## config.mk

```make
export PLATFORM = sky130hd
export DESIGN_NAME = stick_deadzone_calibrator
export DESIGN_NICKNAME = d
export VERILOG_FILES = /design/src/rtl/core/sdc_pkg.sv /design/src/rtl/core/sdc_front.sv /design/src/rtl/core/sdc_div_cell.sv /design/src/rtl/core/sdc_back.sv /design/src/rtl/core/stick_deadzone_calibrator.sv
export SDC_FILE = /design/constraint.sdc
export NUM_CORES = 1
export LEC_CHECK = 0
export ABC_AREA = 1
export BUFFER_PORTS_ARGS = -buffer_cell sky130_fd_sc_hd__buf_2
export CORE_MARGIN = 2
export CORE_UTILIZATION = 45
export CTS_CLUSTER_DIAMETER = 60
export DETAILED_ROUTE_END_ITERATION = 8
export SLEW_MARGIN = 20
export SYNTH_ARGS = -nofsm -noshare
export SYNTH_HDL_FRONTEND = slang
export SYNTH_SLANG_ARGS = --single-unit
```

## constraint.sdc

```tcl
create_clock -name clk_i -period 10.1 [get_ports clk_i]
set_input_delay 2.02 -clock clk_i [delete_from_list [all_inputs] [get_ports clk_i]]
set_output_delay 2.02 -clock clk_i [all_outputs]
set_load 0.1 [all_outputs]
```

## src/rtl/core/sdc_pkg.sv

```systemverilog
// Shared types and constants of the stick deadzone calibrator.
// Used by the front end, the divider cells, the back end and the top level.
// No dependencies.
`timescale 1ns / 1ps
`default_nettype none

package sdc_pkg;

  // Field widths
  localparam int unsigned SampleW = 8;
  localparam int unsigned CfgIdxW = 3;
  localparam int unsigned CfgDataW = 8;

  // Divider widths: numerator |offset| * 127 fits 15 bits, |divisor| up to 382
  localparam int unsigned QuoW = 15;
  localparam int unsigned RemW = 15;
  localparam int unsigned DenW = 9;

  // Request latency from accept to result strobe
  localparam int unsigned Latency = QuoW + 2;

  // Output constants
  localparam logic [SampleW-1:0] CentreOut = 8'h80;
  localparam logic [SampleW-1:0] FullOut = 8'hFF;
  localparam logic [SampleW-1:0] ZeroOut = 8'h00;

  // Configuration register indexes
  localparam logic [CfgIdxW-1:0] RegMinRaw = 3'd0;
  localparam logic [CfgIdxW-1:0] RegMaxRaw = 3'd1;
  localparam logic [CfgIdxW-1:0] RegCenterRaw = 3'd2;
  localparam logic [CfgIdxW-1:0] RegDeadzone = 3'd3;
  localparam logic [CfgIdxW-1:0] RegScaledMode = 3'd4;
  localparam logic [CfgIdxW-1:0] RegInvertAxis = 3'd5;

  // Calibration settings handed to the front end
  typedef struct packed {
    logic [SampleW-1:0] min_raw;
    logic [SampleW-1:0] max_raw;
    logic [SampleW-1:0] center_raw;
    logic [SampleW-1:0] deadzone;
    logic               scaled_mode;
    logic               invert_axis;
  } cfg_t;

  // Payload travelling down the divider chain
  typedef struct packed {
    logic [RemW-1:0] rem;
    logic [DenW-1:0] den;
    logic [QuoW-1:0] quo;
    logic            neg;
    logic            hold;
    logic            fault;
  } div_t;

endpackage

`default_nettype wire

```

## src/rtl/core/sdc_front.sv

```systemverilog
// Front end of the calibrator: offset, deadzone test, numerator and divisor.
// Depends on sdc_pkg.
`timescale 1ns / 1ps
`default_nettype none

module sdc_front (
  input  wire logic                          clk_i,
  input  wire logic                          rst_ni,
  input  wire logic                          valid_i,
  input  wire logic [sdc_pkg::SampleW-1:0]   raw_sample_i,
  input  wire sdc_pkg::cfg_t                 cfg_i,
  output logic                               valid_o,
  output sdc_pkg::div_t                      data_o
);

  logic signed [9:0] offs;
  logic signed [9:0] offs_n;
  logic signed [9:0] offs_abs;
  logic signed [9:0] diff;
  logic signed [9:0] diff_abs;
  logic        [7:0] hmag;
  logic signed [9:0] half;
  logic signed [9:0] dz;
  logic signed [9:0] adj;
  logic signed [9:0] adj_abs;
  logic signed [9:0] den;
  logic signed [9:0] den_abs;
  logic [sdc_pkg::QuoW-1:0] amag;
  logic        in_dz;
  logic        den_zero;
  logic        valid_q;
  sdc_pkg::div_t data_d, data_q;

  // Offset from centre, inverted on request
  always_comb begin
    offs     = $signed({2'b00, raw_sample_i}) - $signed({2'b00, cfg_i.center_raw});
    offs_n   = cfg_i.invert_axis ? -offs : offs;
    offs_abs = offs_n[9] ? -offs_n : offs_n;
    dz       = $signed({2'b00, cfg_i.deadzone});
    in_dz    = offs_abs[8:0] < {1'b0, cfg_i.deadzone};
  end

  // Half range, truncated toward zero
  always_comb begin
    diff     = $signed({2'b00, cfg_i.max_raw}) - $signed({2'b00, cfg_i.min_raw});
    diff_abs = diff[9] ? -diff : diff;
    hmag     = diff_abs[8:1];
    half     = diff[9] ? -$signed({2'b00, hmag}) : $signed({2'b00, hmag});
  end

  // Pull the offset toward zero by the deadzone in scaled mode
  always_comb begin
    if (!cfg_i.scaled_mode) begin
      adj = offs_n;
      den = half;
    end else begin
      adj = (!offs_n[9] && (offs_n != 10'sd0)) ? offs_n - dz : offs_n + dz;
      den = half - dz;
    end
    adj_abs  = adj[9] ? -adj : adj;
    den_abs  = den[9] ? -den : den;
    den_zero = (den == 10'sd0);
    // times 127 as shift and subtract
    amag     = {adj_abs[7:0], 7'b0} - {7'b0, adj_abs[7:0]};
  end

  // Build the divider request
  always_comb begin
    data_d.rem   = amag;
    data_d.den   = den_abs[8:0];
    data_d.quo   = '0;
    data_d.neg   = adj[9] ^ den[9];
    data_d.hold  = in_dz || den_zero;
    data_d.fault = !in_dz && den_zero;
  end

  // Register valid with reset
  always_ff @(posedge clk_i or negedge rst_ni) begin
    if (!rst_ni) begin
      valid_q <= 1'b0;
    end else begin
      valid_q <= valid_i;
    end
  end

  // Register payload
  always_ff @(posedge clk_i) begin
    data_q <= data_d;
  end

  assign valid_o = valid_q;
  assign data_o  = data_q;

endmodule

`default_nettype wire

```

## src/rtl/core/sdc_div_cell.sv

```systemverilog
// One cell of the restoring divider chain: settles one quotient bit.
// Depends on sdc_pkg.
`timescale 1ns / 1ps
`default_nettype none

module sdc_div_cell #(
  parameter int unsigned Bit = 0
) (
  input  wire logic          clk_i,
  input  wire logic          rst_ni,
  input  wire logic          valid_i,
  input  wire sdc_pkg::div_t data_i,
  output logic               valid_o,
  output sdc_pkg::div_t      data_o
);

  localparam int unsigned CmpW = sdc_pkg::DenW + sdc_pkg::QuoW;

  logic [CmpW-1:0] shifted;
  logic            take;
  logic            valid_q;
  sdc_pkg::div_t   data_d, data_q;

  // Trial subtract of the divisor at this bit weight
  always_comb begin
    shifted = CmpW'(data_i.den) << Bit;
    take    = {{(CmpW - sdc_pkg::RemW){1'b0}}, data_i.rem} >= shifted;
    data_d  = data_i;
    if (take) begin
      data_d.rem = data_i.rem - shifted[sdc_pkg::RemW-1:0];
    end
    data_d.quo[Bit] = take;
  end

  // Advance valid
  always_ff @(posedge clk_i or negedge rst_ni) begin
    if (!rst_ni) begin
      valid_q <= 1'b0;
    end else begin
      valid_q <= valid_i;
    end
  end

  // Advance payload
  always_ff @(posedge clk_i) begin
    data_q <= data_d;
  end

  assign valid_o = valid_q;
  assign data_o  = data_q;

endmodule

`default_nettype wire

```

## src/rtl/core/sdc_back.sv

```systemverilog
// Back end of the calibrator: sign, recentre, clamp and result register.
// Depends on sdc_pkg.
`timescale 1ns / 1ps
`default_nettype none

module sdc_back (
  input  wire logic                        clk_i,
  input  wire logic                        rst_ni,
  input  wire logic                        valid_i,
  input  wire sdc_pkg::div_t               data_i,
  output logic                             done_o,
  output logic [sdc_pkg::SampleW-1:0]      calibrated_o,
  output logic                             divide_fault_o
);

  logic                        big;
  logic [sdc_pkg::SampleW-1:0] val_d, val_q;
  logic                        fault_q;
  logic                        done_q;

  // Recentre on 128 and clamp; quotients of 128 or more saturate
  always_comb begin
    big = |data_i.quo[sdc_pkg::QuoW-1:7];
    priority if (data_i.hold) begin
      val_d = sdc_pkg::CentreOut;
    end else if (big) begin
      val_d = data_i.neg ? sdc_pkg::ZeroOut : sdc_pkg::FullOut;
    end else if (data_i.neg) begin
      val_d = sdc_pkg::CentreOut - {1'b0, data_i.quo[6:0]};
    end else begin
      val_d = sdc_pkg::CentreOut + {1'b0, data_i.quo[6:0]};
    end
  end

  // Strobe register
  always_ff @(posedge clk_i or negedge rst_ni) begin
    if (!rst_ni) begin
      done_q <= 1'b0;
    end else begin
      done_q <= valid_i;
    end
  end

  // Result register
  always_ff @(posedge clk_i) begin
    val_q   <= val_d;
    fault_q <= data_i.fault;
  end

  assign done_o         = done_q;
  assign calibrated_o   = val_q;
  assign divide_fault_o = fault_q;

endmodule

`default_nettype wire

```

## src/rtl/core/stick_deadzone_calibrator.sv

```systemverilog
// Top level of the stick deadzone calibrator: settings, front end, divider
// chain and back end. Depends on sdc_pkg, sdc_front, sdc_div_cell, sdc_back.
//
// Use: raise start with a raw 8-bit sample on raw_sample_i; the request is
// taken at any rising edge where start is high and busy is low. busy
// stays low, so one request can be taken in every cycle.
// Each request yields one result: calibrated_o and divide_fault_o are shown
// for exactly one cycle with done_o high. done_o rises once the request has
// passed the register stages below; results come out in request order.
// The 17 register stages are one front-end stage, a chain of 15 divider
// cells (one quotient bit per cell, each a register stage) and one output
// register; a full chain throughput of one result per cycle follows.
// Settings are written through cfg_we_i, cfg_idx_i and cfg_data_i and take
// effect for requests accepted after the write; unknown indexes are dropped.
// Reset clears all settings to their defaults and empties the chain; no
// result comes out of a request that was in flight at reset.
// The receiver cannot stall: results are not held back.
`timescale 1ns / 1ps
`default_nettype none

module stick_deadzone_calibrator (
  input  wire logic                           clk_i,
  input  wire logic                           rst_ni,
  input  wire logic                           start,
  output logic                                busy,
  input  wire logic [sdc_pkg::SampleW-1:0]    raw_sample_i,
  output logic                                done_o,
  output logic [sdc_pkg::SampleW-1:0]         calibrated_o,
  output logic                                divide_fault_o,
  input  wire logic                           cfg_we_i,
  input  wire logic [sdc_pkg::CfgIdxW-1:0]    cfg_idx_i,
  input  wire logic [sdc_pkg::CfgDataW-1:0]   cfg_data_i
);

  sdc_pkg::cfg_t cfg_q, cfg_d;
  logic          accept;
  logic          cvalid [sdc_pkg::QuoW+1];
  sdc_pkg::div_t cdata  [sdc_pkg::QuoW+1];

  assign busy   = 1'b0;
  assign accept = start && !busy;

  // Settings write
  always_comb begin
    cfg_d = cfg_q;
    if (cfg_we_i) begin
      unique case (cfg_idx_i)
        sdc_pkg::RegMinRaw:     cfg_d.min_raw     = cfg_data_i;
        sdc_pkg::RegMaxRaw:     cfg_d.max_raw     = cfg_data_i;
        sdc_pkg::RegCenterRaw:  cfg_d.center_raw  = cfg_data_i;
        sdc_pkg::RegDeadzone:   cfg_d.deadzone    = cfg_data_i;
        sdc_pkg::RegScaledMode: cfg_d.scaled_mode = cfg_data_i[0];
        sdc_pkg::RegInvertAxis: cfg_d.invert_axis = cfg_data_i[0];
        default:                cfg_d = cfg_q;
      endcase
    end
  end

  always_ff @(posedge clk_i or negedge rst_ni) begin
    if (!rst_ni) begin
      cfg_q.min_raw     <= 8'd0;
      cfg_q.max_raw     <= 8'd255;
      cfg_q.center_raw  <= 8'd128;
      cfg_q.deadzone    <= 8'd0;
      cfg_q.scaled_mode <= 1'b0;
      cfg_q.invert_axis <= 1'b0;
    end else begin
      cfg_q <= cfg_d;
    end
  end

  // Offset, deadzone and divisor
  sdc_front u_front (
    .clk_i        (clk_i),
    .rst_ni       (rst_ni),
    .valid_i      (accept),
    .raw_sample_i (raw_sample_i),
    .cfg_i        (cfg_q),
    .valid_o      (cvalid[0]),
    .data_o       (cdata[0])
  );

  // Divider chain, most significant quotient bit first
  for (genvar i = 0; i < sdc_pkg::QuoW; i++) begin : g_cell
    sdc_div_cell #(
      .Bit (sdc_pkg::QuoW - 1 - i)
    ) u_cell (
      .clk_i   (clk_i),
      .rst_ni  (rst_ni),
      .valid_i (cvalid[i]),
      .data_i  (cdata[i]),
      .valid_o (cvalid[i+1]),
      .data_o  (cdata[i+1])
    );
  end

  // Recentre, clamp and present
  sdc_back u_back (
    .clk_i          (clk_i),
    .rst_ni         (rst_ni),
    .valid_i        (cvalid[sdc_pkg::QuoW]),
    .data_i         (cdata[sdc_pkg::QuoW]),
    .done_o         (done_o),
    .calibrated_o   (calibrated_o),
    .divide_fault_o (divide_fault_o)
  );

  // Every accepted request gives a result after the fixed latency
  assert property (@(posedge clk_i) disable iff (!rst_ni)
    accept |-> ##(sdc_pkg::Latency) done_o)
    else $error("request lost in the divider chain");

  // No result without a request the fixed latency earlier
  assert property (@(posedge clk_i) disable iff (!rst_ni)
    done_o |-> $past(accept, sdc_pkg::Latency))
    else $error("result strobe without a matching request");

  // A divide fault always reports the centre value
  assert property (@(posedge clk_i) disable iff (!rst_ni)
    (done_o && divide_fault_o) |-> (calibrated_o == sdc_pkg::CentreOut))
    else $error("divide fault with a value other than centre");

endmodule

`default_nettype wire
```

==> results.sh, run 1 <==
export IMPL_run_status="complete, no violations"
export IMPL_clock_pin_slew_reported_for_the_worst_setup_and_hold_paths_after_clock_tree_synthesis_ps=60
export IMPL_final_min_period_over_clock_period_pct=73.35
export IMPL_pin_slew_with_the_least_headroom_to_its_limit_ps=1046
export IMPL_number_of_enable_type_register_cells_in_the_synthesized_netlist=0
export IMPL_floorplan_rows=80
export IMPL_clkSinkCount=588
export IMPL_post_synth_top_area_fraction_pct=49.51
export IMPL_io_pin_count=34
export IMPL_tritoncts_clock_tree="done"
export IMPL_regArea_sq_um=12040
export IMPL_floorplan_die_width_microns=223.7
export IMPL_die_area_sq_um=50020
export IMPL_first_pass_iters=5
export IMPL_setup_viol=0
export IMPL_critical_path_max_stage_delay_ps=480
export IMPL_finalInstanceArea_sq_um=24700
export IMPL_area_used_by_multi_input_combinational_logic_sq_um=8353
export IMPL_grt_antenna_before_repair=0
export IMPL_worstSkewPairLatency_ps=620
export IMPL_layout_cells_most_common="dfxtp_1"
export IMPL_ys_seq_area_share_pct=55.44
export IMPL_first_global_vias=14325
export IMPL_syn_mean_instance_area_sq_um=9.556
export IMPL_drv_slew=0
export IMPL_timing_critical_path_to_type="flop"
export IMPL_cts_hold_buffers=0
export IMPL_layout_area_overhead_vs_synth_pct=13.78
export IMPL_grt_overflow=0
export IMPL_critical_path_arrival_ps=7970
export IMPL_drc=0
export IMPL_placement_io_buffers=32
export IMPL_tritoncts_num_buffers=59
export IMPL_drive_above_1_share_pct=8.678
export IMPL_final_cell_mix="dfxtp_1 (537), nand2_1 (337), inv_1 (324), ha_1 (149), nor2_1 (145)"
export IMPL_placed_cell_area_sq_um=22580
export IMPL_slowest_stage="fa_1"
export IMPL_worst_clock_skew_ps=19.09
export IMPL_timing_critical_path_fanout_max=8
export IMPL_initial_core_utilization_pct=45.57
export IMPL_worst_path_most_repeated_cell="inv_1"
export IMPL_design_core_area_sq_um=47650
export IMPL_cts_resized=0
export IMPL_timing_hold_worst_class="flop to flop"
export IMPL_dp_hpwl_microns=29860
export IMPL_die_height_microns=223.7
export IMPL_detail_route_vias_per_cell=4.740
export IMPL_grt_pass1_wl_microns=66940
export IMPL_diodes=0
export IMPL_utilization_pct=51.85
export IMPL_track_usage_pct=16.18
export IMPL_setup_worst_path_start_class="input pin"
export IMPL_synth_ff_latch_count=588
export IMPL_buffer_levels_on_the_longest_clock_path=3
export IMPL_synth_distinct_cells=67
export IMPL_postSynth_asyncResetShare_pct=8.673
export IMPL_fillCellCount=4298
export IMPL_yosys_warnings=0
export IMPL_max_cap_violations=0
export IMPL_synthTopCellsByArea="dfxtp_1 (50%), ha_1 (8.6%), nand2_1 (5.8%)"
export IMPL_number_of_drc_markers_in_iteration_0=702
export IMPL_drt_antenna_violating_nets=0
export IMPL_gp_congestion=0.8620
export IMPL_syn_instance_count=2272
export IMPL_nNetsFinal=2535
export IMPL_synth_nets=2460
export IMPL_dr_total_vias=14278
export IMPL_max_slew_margin_pct=30.03
export IMPL_finalWorstPathRequiredPeriod_ps=7408
export IMPL_count_of_buffering_cells_on_the_critical_path_with_inverters_included=10
export IMPL_fmaxAchievable_mhz=135.0
export IMPL_family_with_the_most_delay_on_the_worst_path="adder cells"
export IMPL_detail_route_wl_per_cell_microns=13.11
export IMPL_fin_tns_setup_ps=0
export IMPL_rsz0062_at_grt="no"
export IMPL_ctsRootBufferMaster="clkbuf_16"
export IMPL_timing_final_hold_violations=0
export IMPL_maximum_number_of_pins_on_one_net_before_global_route_repair=52
export IMPL_synth_flop_cell="dfxtp_1"
export IMPL_htree_levels=2
export IMPL_synth_area_sq_um=21710
export IMPL_worstSetupPathType="input pin to flop"
export IMPL_post_cts_buffers=0
export IMPL_wirelength_microns=39470
export IMPL_post_synth_top_area_cell="dfxtp_1"
export IMPL_worst_ep_required_time_ps=10660
[layer usage]
layer / wire (microns) / vias up / track usage, %
li1: - / 7473 / -
met1: 18150 / 6569 / 19.84
met2: 18990 / 167 / 28.54
met3: 1401 / 69 / 3.214
met4: 934 / 0 / 5.183
met5: 0 / - / 0
[metrics by stage]
stage | cells | hold WS, ps | setup WS, ps
floorplan | 2272 | 309.6 | 2869
global placement | 2901 | 310.6 | 2137
detailed placement | 2901 | 312.1 | 2051
CTS | 3012 | 323.9 | 2690
global route | 3012 | 321.8 | 2176
finish | 3012 | 321.0 | 2692
[registers in the layout (all words and copies together) (netlist names)]
name and count:
g_cell.u_cell.valid_o 15, u_front.data_o 27, u_back.calibrated_o 8, cfg_q 34, u_back.divide_fault_o 1, u_front.valid_o 1, u_back.done_o 1, g_cell.u_cell.data_o 501
[worst paths after layout]
| check | endpoint | cells past startpoint | from | slack (ps) |
|---|---|---|---|---|
| max in group asynchronous | cfg_q[3]$_DFFE_PN0P_ | 2 | rst_ni | 8160 |
| worst min register to register | g_cell[13].u_cell.data_o[8]$_DFF_P_ | 0 | g_cell[12].u_cell.data_o[8]$_DFF_P_ | 320 |
| min in group asynchronous | cfg_q[31]$_DFFE_PN0P_ | 2 | rst_ni | 1510 |
| worst min-delay path | g_cell[13].u_cell.data_o[8]$_DFF_P_ | 0 | g_cell[12].u_cell.data_o[8]$_DFF_P_ | 320 |
| worst max-delay path | u_front.data_o[35]$_DFF_P_ | 43 | raw_sample_i[0] | 2690 |
| worst max register to register | u_front.data_o[35]$_DFF_P_ | 41 | cfg_q[10]$_DFFE_PN0P_ | 3850 |
[final cells by class]
type | count | share of cell area, %
sequential | 588 | 48.73
multi-input combinational | 1333 | 33.81
clock buffer | 82 | 6.944
clock inverter | 29 | 1.616
tap | 615 | 3.115
inverter | 328 | 4.989
timing repair buffer | 37 | 0.8002
[cells by family (layout without fill, tap and decap cells)]
kind of cell / Yosys count / in the layout / synth area share (%)
adder cells (fa/ha/maj): 165 / 165 / 10.06
other: 1 / 1 / 0.01727
AND/OR/NAND/NOR: 710 / 710 / 14.82
XOR/XNOR: 125 / 125 / 5.077
multiplexers: 1 / 1 / 0.05186
AO/OA/AOI/OAI: 331 / 331 / 8.402
flip-flops: 588 / 588 / 55.44
buffers and inverters: 351 / 476 / 6.131
[Yosys cell counts (3+ instances only)]
| cell | count |
|---|---|
| a211oi_1 | 4 |
| a21o_1 | 6 |
| a21oi_1 | 125 |
| a31oi_1 | 7 |
| buf_4 | 3 |
| clkbuf_1 | 17 |
| dfrtp_1 | 42 |
| dfstp_2 | 9 |
| dfxtp_1 | 537 |
| fa_1 | 16 |
| ha_1 | 149 |
| inv_1 | 324 |
| nand2_1 | 337 |
| nand2_2 | 26 |
| nand2_4 | 6 |
| nand3_1 | 85 |
| nand3_2 | 3 |
| nand3b_1 | 7 |
| nand4_1 | 19 |
| nor2_1 | 146 |
| nor2_2 | 4 |
| nor2_4 | 3 |
| nor3_1 | 25 |
| nor4_1 | 25 |
| nor4b_1 | 4 |
| o21ai_0 | 144 |
| o21ai_1 | 6 |
| o21bai_1 | 8 |
| o31ai_1 | 6 |
| or2_2 | 5 |
| or4_1 | 6 |
| xnor2_1 | 41 |
| xor2_1 | 83 |
Power of run 1 is not shown: default switching activity piles up to over one toggle a cycle in this logic, so the estimate is an artifact.
==> inputs of run 2 (changes only) <==
Clock period 10.1 ns to 7.5 ns, I/O delays scaled along.
==> run 2 against run 1 <==
  * Non-clock buffer count unchanged
  * Critical path type unchanged
  * Wire length fell by 0.68%
  * Clock-buffer cell count is 6 higher
  * Final cell count about the same
  * Worst setup slack got worse by 2000 ps
  * Highest routed layer unchanged
  * Flip-flop and latch count stayed put
  * First-iteration DRC count is 18% lower
  * Cell area down 0.22%
==> results.sh, run 2 (synthesis gave the netlist of run 1 again) <==
export IMPL_run_status="complete, no violations"
export IMPL_fmaxAchievable_mhz=147.3
export IMPL_floorplan_rows=80
export IMPL_detail_route_vias_per_cell=4.724
export IMPL_wirelength_microns=39210
export IMPL_placement_io_buffers=32
export IMPL_worstSetupPathType="input pin to flop"
export IMPL_critical_path_max_stage_delay_ps=490
export IMPL_final_min_period_over_clock_period_pct=90.54
export IMPL_detail_route_wl_per_cell_microns=13.03
export IMPL_rsz0062_at_grt="no"
export IMPL_timing_hold_worst_class="flop to flop"
export IMPL_grt_overflow=0
export IMPL_largest_register_ff_count=501
export IMPL_die_area_sq_um=50020
export IMPL_timing_reg2reg_worst_path_depth=41
export IMPL_grt_pass1_wl_microns=66780
export IMPL_timing_final_hold_violations=0
export IMPL_cts_hold_buffers=0
export IMPL_first_pass_iters=7
export IMPL_critical_path_arrival_ps=7340
export IMPL_max_cap_violations=0
export IMPL_first_global_vias=14263
export IMPL_finalWorstPathRequiredPeriod_ps=6791
export IMPL_worst_path_most_repeated_cell="inv_1"
export IMPL_gp_congestion=0.8514
export IMPL_layout_area_overhead_vs_synth_pct=13.53
export IMPL_cts_resized=0
export IMPL_number_of_drc_markers_in_iteration_0=574
export IMPL_drt_antenna_violating_nets=0
export IMPL_dp_hpwl_microns=29540
export IMPL_clock_pin_slew_reported_for_the_worst_setup_and_hold_paths_after_clock_tree_synthesis_ps=60
export IMPL_floorplan_die_width_microns=223.7
export IMPL_pin_slew_with_the_least_headroom_to_its_limit_ps=1025
export IMPL_worstSkewPairLatency_ps=610
export IMPL_drive_above_1_share_pct=8.563
export IMPL_slowest_stage="fa_1"
export IMPL_nNetsFinal=2535
export IMPL_track_usage_pct=16.11
export IMPL_max_slew_margin_pct=31.40
export IMPL_area_used_by_multi_input_combinational_logic_sq_um=8353
export IMPL_drv_slew=0
export IMPL_ctsRootBufferMaster="clkbuf_16"
export IMPL_initial_core_utilization_pct=45.57
export IMPL_fin_tns_setup_ps=0
export IMPL_tritoncts_num_buffers=59
export IMPL_tritoncts_clock_tree="done"
export IMPL_hold_depth=0
export IMPL_worst_ep_required_time_ps=8050
export IMPL_worst_clock_skew_ps=22.88
export IMPL_io_pin_count=34
export IMPL_timing_critical_path_to_type="flop"
export IMPL_setup_viol=0
export IMPL_design_core_area_sq_um=47650
export IMPL_dr_total_vias=14215
export IMPL_layout_cells_most_common="dfxtp_1"
export IMPL_post_cts_buffers=0
export IMPL_regArea_sq_um=12040
export IMPL_htree_levels=2
export IMPL_timing_critical_path_fanout_max=8
export IMPL_grt_antenna_before_repair=0
export IMPL_die_height_microns=223.7
export IMPL_fillCellCount=4255
export IMPL_drc=0
export IMPL_buffer_levels_on_the_longest_clock_path=3
export IMPL_diodes=0
export IMPL_clkSinkCount=588
export IMPL_setup_worst_path_start_class="input pin"
export IMPL_final_cell_mix="dfxtp_1 (537), nand2_1 (337), inv_1 (324), ha_1 (149), nor2_1 (145)"
export IMPL_maximum_number_of_pins_on_one_net_before_global_route_repair=52
[run 2: changes by cell type in the layout (fill, tap and decap cells not counted)]
cell and change:
clkinv_4 +1, clkinv_8 -1, buf_4 +1, inv_16 +1, clkinv_16 -1, clkbuf_8 +6, clkinvlp_4 -1, bufinv_16 -3
buf_2 -1, clkinv_2 -5
[run 2: worst paths after layout]
kind,startpoint,to,slack (ps)
max in group asynchronous,rst_ni,g_cell[10].u_cell.valid_o$_DFF_PN0_,6170
max,raw_sample_i[0],u_front.data_o[35]$_DFF_P_,710
max reg2reg,cfg_q[10]$_DFFE_PN0P_,u_front.data_o[35]$_DFF_P_,1330
min reg2reg,g_cell[3].u_cell.data_o[16]$_DFF_P_,g_cell[4].u_cell.data_o[16]$_DFF_P_,320
min in group asynchronous,rst_ni,g_cell[1].u_cell.valid_o$_DFF_PN0_,910
min,g_cell[3].u_cell.data_o[16]$_DFF_P_,g_cell[4].u_cell.data_o[16]$_DFF_P_,320
[run 2: layout make-up]
cell class | count | share of cell area, %
well taps | 615 | 3.122
multi-input cells | 1333 | 33.89
clock inverters | 20 | 1.051
clock buffers | 88 | 7.294
inverters | 328 | 5.000
repair buffers | 37 | 0.8121
flip-flops and latches | 588 | 48.84
[run 2: metrics by stage]
stage	cell area (sq um)	hold slack (ps)	util, %	std cells	worst slack, ps
floorplan	21710	309.6	-	2272	789.2
global placement	22580	310.3	47.39	2901	229.6
detailed placement	22580	312.1	47.39	2901	116.7
CTS	24640	323.8	51.71	3009	764.5
global route	24650	326.7	51.74	3009	193.2
finish	24650	322.3	51.74	3009	709.4
[run 2: worst max-delay path, delay by kind of cell]
kind,cells,cell delay [ps]
adders and majority gates,6,1720
and+or+nand+nor,19,1670
AOI/OAI and AO/OA,7,1390
buffers and inverters,10,830
xor gates and xnor gates,1,200
[run 2: routing by layer]
layer / global-route usage [%] / share of wire (%) / wire length [microns]
met1: 19.86 / 46 / 18170
met2: 28.39 / 48 / 18710
met3: 2.951 / 3.6 / 1405
met4: 5.376 / 2.3 / 921
met5: 0 / 0 / 0
Power of run 2 is left out for the same reason.
==> inputs of run 3 (changes only) <==
Settings changed: ABC_AREA 1 to default, CORE_ASPECT_RATIO from default to 1.5.
==> run 3 against run 2 <==
  * Area after synthesis rose by 0.60%
  * Final cell count fell by 7.3%
  * Register-to-register slack got worse by 140 ps
  * First-iteration DRC count fell by 22%
  * Critical endpoint is now u_front.data_o[37]$_DFF_P_
  * Highest routed layer unchanged
==> results.sh, run 3 <==
export IMPL_run_status="complete, no violations"
export IMPL_floorplan_die_width_microns=183.9
export IMPL_ctsRootBufferMaster="clkbuf_16"
export IMPL_holdCritStartpoint="g_cell[9].u_cell.data_o[27]$_DFF_P_"
export IMPL_layout_cells_most_common="dfxtp_1"
export IMPL_syn_mean_instance_area_sq_um=10.73
export IMPL_buffer_levels_on_the_longest_clock_path=3
export IMPL_timing_critical_path_to_type="flop"
export IMPL_post_synth_top_area_fraction_pct=49.22
export IMPL_synth_compound_gate_area_share_pct=10.55
export IMPL_regToRegStartpoint="cfg_q[11]$_DFFE_PN0P_"
export IMPL_synth_xor_area_share_pct=5.373
export IMPL_critical_path_max_stage_delay_ps=530
export IMPL_number_of_drc_markers_in_iteration_0=446
export IMPL_post_synth_top_area_cell="dfxtp_1"
export IMPL_final_min_period_over_clock_period_pct=93.46
export IMPL_critical_path_arrival_ps=7510
export IMPL_first_pass_iters=4
export IMPL_ys_seq_area_share_pct=55.11
export IMPL_drt_antenna_violating_nets=0
export IMPL_worst_r2r_endpoint="u_front.data_o[37]$_DFF_P_"
export IMPL_timing_hold_worst_class="flop to flop"
export IMPL_timing_critical_path_fanout_max=6
export IMPL_floorplan_rows=98
export IMPL_synthTopCellsByArea="dfxtp_1 (49%), ha_1 (8.5%), dfrtp_1 (4.8%)"
export IMPL_number_of_cells_in_the_finished_layout_apart_from_fillers=2788
export IMPL_worstSetupPathType="input pin to flop"
export IMPL_dr_total_vias=13902
export IMPL_die_area_sq_um=50350
export IMPL_gp_congestion=0.8680
export IMPL_synth_ff_latch_count=588
export IMPL_synth_distinct_cells=79
export IMPL_grt_antenna_before_repair=0
export IMPL_cts_hold_buffers=0
export IMPL_number_of_enable_type_register_cells_in_the_synthesized_netlist=0
export IMPL_synth_top_cells_by_count="dfxtp_1 (537), inv_1 (211), ha_1 (149)"
export IMPL_worst_clock_skew_ps=47.57
export IMPL_max_slew_margin_pct=38.24
export IMPL_postSynth_asyncResetShare_pct=8.673
export IMPL_first_global_vias=14278
export IMPL_fmaxAchievable_mhz=142.7
export IMPL_rsz0062_at_grt="no"
export IMPL_synthMostInstantiatedCell="dfxtp_1"
export IMPL_detail_route_wl_per_cell_microns=14.78
export IMPL_placed_cell_area_sq_um=23060
export IMPL_design_core_area_sq_um=47820
export IMPL_track_usage_pct=16.86
export IMPL_yosys_area_share_adder_pct=10.00
export IMPL_max_cap_violations=0
export IMPL_wirelength_microns=41210
export IMPL_grt_overflow=0
export IMPL_nNetsFinal=2332
export IMPL_worst_ep_required_time_ps=8000
export IMPL_tritoncts_clock_tree="done"
export IMPL_synth_flop_cell="dfxtp_1"
export IMPL_initial_core_utilization_pct=45.68
export IMPL_synth_area_sq_um=21840
export IMPL_setup_worst_path_start_class="input pin"
export IMPL_worstSkewPairLatency_ps=610
export IMPL_timing_hold_worst_endpoint="g_cell[10].u_cell.data_o[27]$_DFF_P_"
export IMPL_synth_top_family_by_area="simple AND/OR/NAND/NOR gates"
export IMPL_share_of_synthesized_area_spent_on_multiplexers_pct=3.626
export IMPL_slowest_stage="or4_1"
export IMPL_drc=0
export IMPL_tritoncts_num_buffers=53
export IMPL_dp_hpwl_microns=32200
export IMPL_fin_tns_setup_ps=0
export IMPL_io_pin_count=34
export IMPL_timing_final_hold_violations=0
export IMPL_timing_reg2reg_setup_slack_ps=1190
export IMPL_detail_route_vias_per_cell=4.986
export IMPL_timing_reg2reg_worst_path_depth=27
export IMPL_largest_register_ff_count=501
export IMPL_maximum_number_of_pins_on_one_net_before_global_route_repair=52
export IMPL_finalWorstPathRequiredPeriod_ps=7009
export IMPL_grt_pass1_wl_microns=67770
export IMPL_cts_resized=0
export IMPL_yosys_warnings=0
export IMPL_post_cts_buffers=0
export IMPL_drv_slew=0
export IMPL_diodes=0
export IMPL_placement_io_buffers=32
export IMPL_drive_above_1_share_pct=11.29
export IMPL_htree_levels=2
export IMPL_hold_depth=0
export IMPL_synth_nets=2224
export IMPL_setup_viol=0
export IMPL_pin_slew_with_the_least_headroom_to_its_limit_ps=926.4
export IMPL_place_inst=2689
export IMPL_clock_pin_slew_reported_for_the_worst_setup_and_hold_paths_after_clock_tree_synthesis_ps=60
export IMPL_finalInstanceArea_sq_um=24970
export IMPL_layout_area_overhead_vs_synth_pct=14.32
export IMPL_die_height_microns=273.8
export IMPL_synthSimpleGateAreaFrac_pct=11.15
export IMPL_clkSinkCount=588
export IMPL_final_cell_mix="dfxtp_1 (537), inv_1 (211), ha_1 (149), o21ai_0 (113), a21oi_1 (105)"
export IMPL_syn_instance_count=2036
## run 3: changes by cell type after synthesis, moves of 33 or more
cell / previous run / this run
inv_1: 324 / 211
nand2_1: 337 / 104
nor2b_1: 0 / 36
xnor2_1: 41 / 82
nand2b_1: 0 / 39
nand3_1: 85 / 27
mux2_2: 1 / 46
a21o_1: 6 / 39
nor2_1: 146 / 104
## run 3: worst max-delay path by stage
stage / from / to / slack, ps / depth (start not counted)
6_report: raw_sample_i[0] / u_front.data_o[37]$_DFF_P_ / 490 / 30
5_1_grt: raw_sample_i[0] / u_front.data_o[37]$_DFF_P_ / 60 / 30
4_1_cts: raw_sample_i[0] / u_front.data_o[41]$_DFF_P_ / 520 / 30
3_5_place_dp: raw_sample_i[0] / u_front.data_o[37]$_DFF_P_ / -140 / 30
3_3_place_gp: raw_sample_i[0] / u_front.data_o[37]$_DFF_P_ / -90 / 30
2_1_floorplan: raw_sample_i[0] / u_front.data_o[38]$_DFF_P_ / 10 / 27
## run 3: per-layer routing
layer | wire length, microns | global-route usage (%) | up-vias | part of all wire [%]
li1 | - | - | 7180 | -
met1 | 15430 | 16.14 | 6453 | 37
met2 | 22950 | 34.32 | 167 | 56
met3 | 1050 | 2.634 | 102 | 2.5
met4 | 1771 | 7.768 | 0 | 4.3
met5 | 0 | 0 | - | 0
## run 3: critical path, delay by kind of cell
| kind | cells | cell delay (ps) |
|---|---|---|
| buffers and inverters | 6 | 640 |
| AND/OR/NAND/NOR | 4 | 1160 |
| AO/OA/AOI/OAI | 12 | 2410 |
| multiplexers | 1 | 220 |
| adder cells (fa/ha/maj) | 4 | 1010 |
| XOR/XNOR | 3 | 580 |
## run 3: stage by stage
stage                     util, %  setup WS, ps  hold WS [ps]
after global routing        52.22         56.61         325.1
final                       52.22         490.8         313.4
after floorplan                 -         12.05         309.6
after CTS                   52.21         517.1         315.5
after detailed placement    48.22        -141.2         312.1
after global placement      48.20        -90.48         309.8
## run 3: area by class of cell
cell class | instances | area, sq um
fill | 4259 | 22850
tap | 600 | 750.7
sequential | 588 | 12040
timing repair buffer | 82 | 535.5
clock buffer | 72 | 1519
clock inverter | 27 | 389.1
inverter | 211 | 792.0
multi-input combinational | 1208 | 8946
## run 3: cell families (layout without fill, tap and decap cells)
kind of cell	count (synthesis)	in the layout
AO/OA/AOI/OAI	365	365
flip-flops	588	588
adder cells (fa/ha/maj)	165	165
XOR/XNOR	134	134
other	1	1
AND/OR/NAND/NOR	471	471
multiplexers	72	72
buffers and inverters	240	392
Power of run 3 is left out for the same reason.
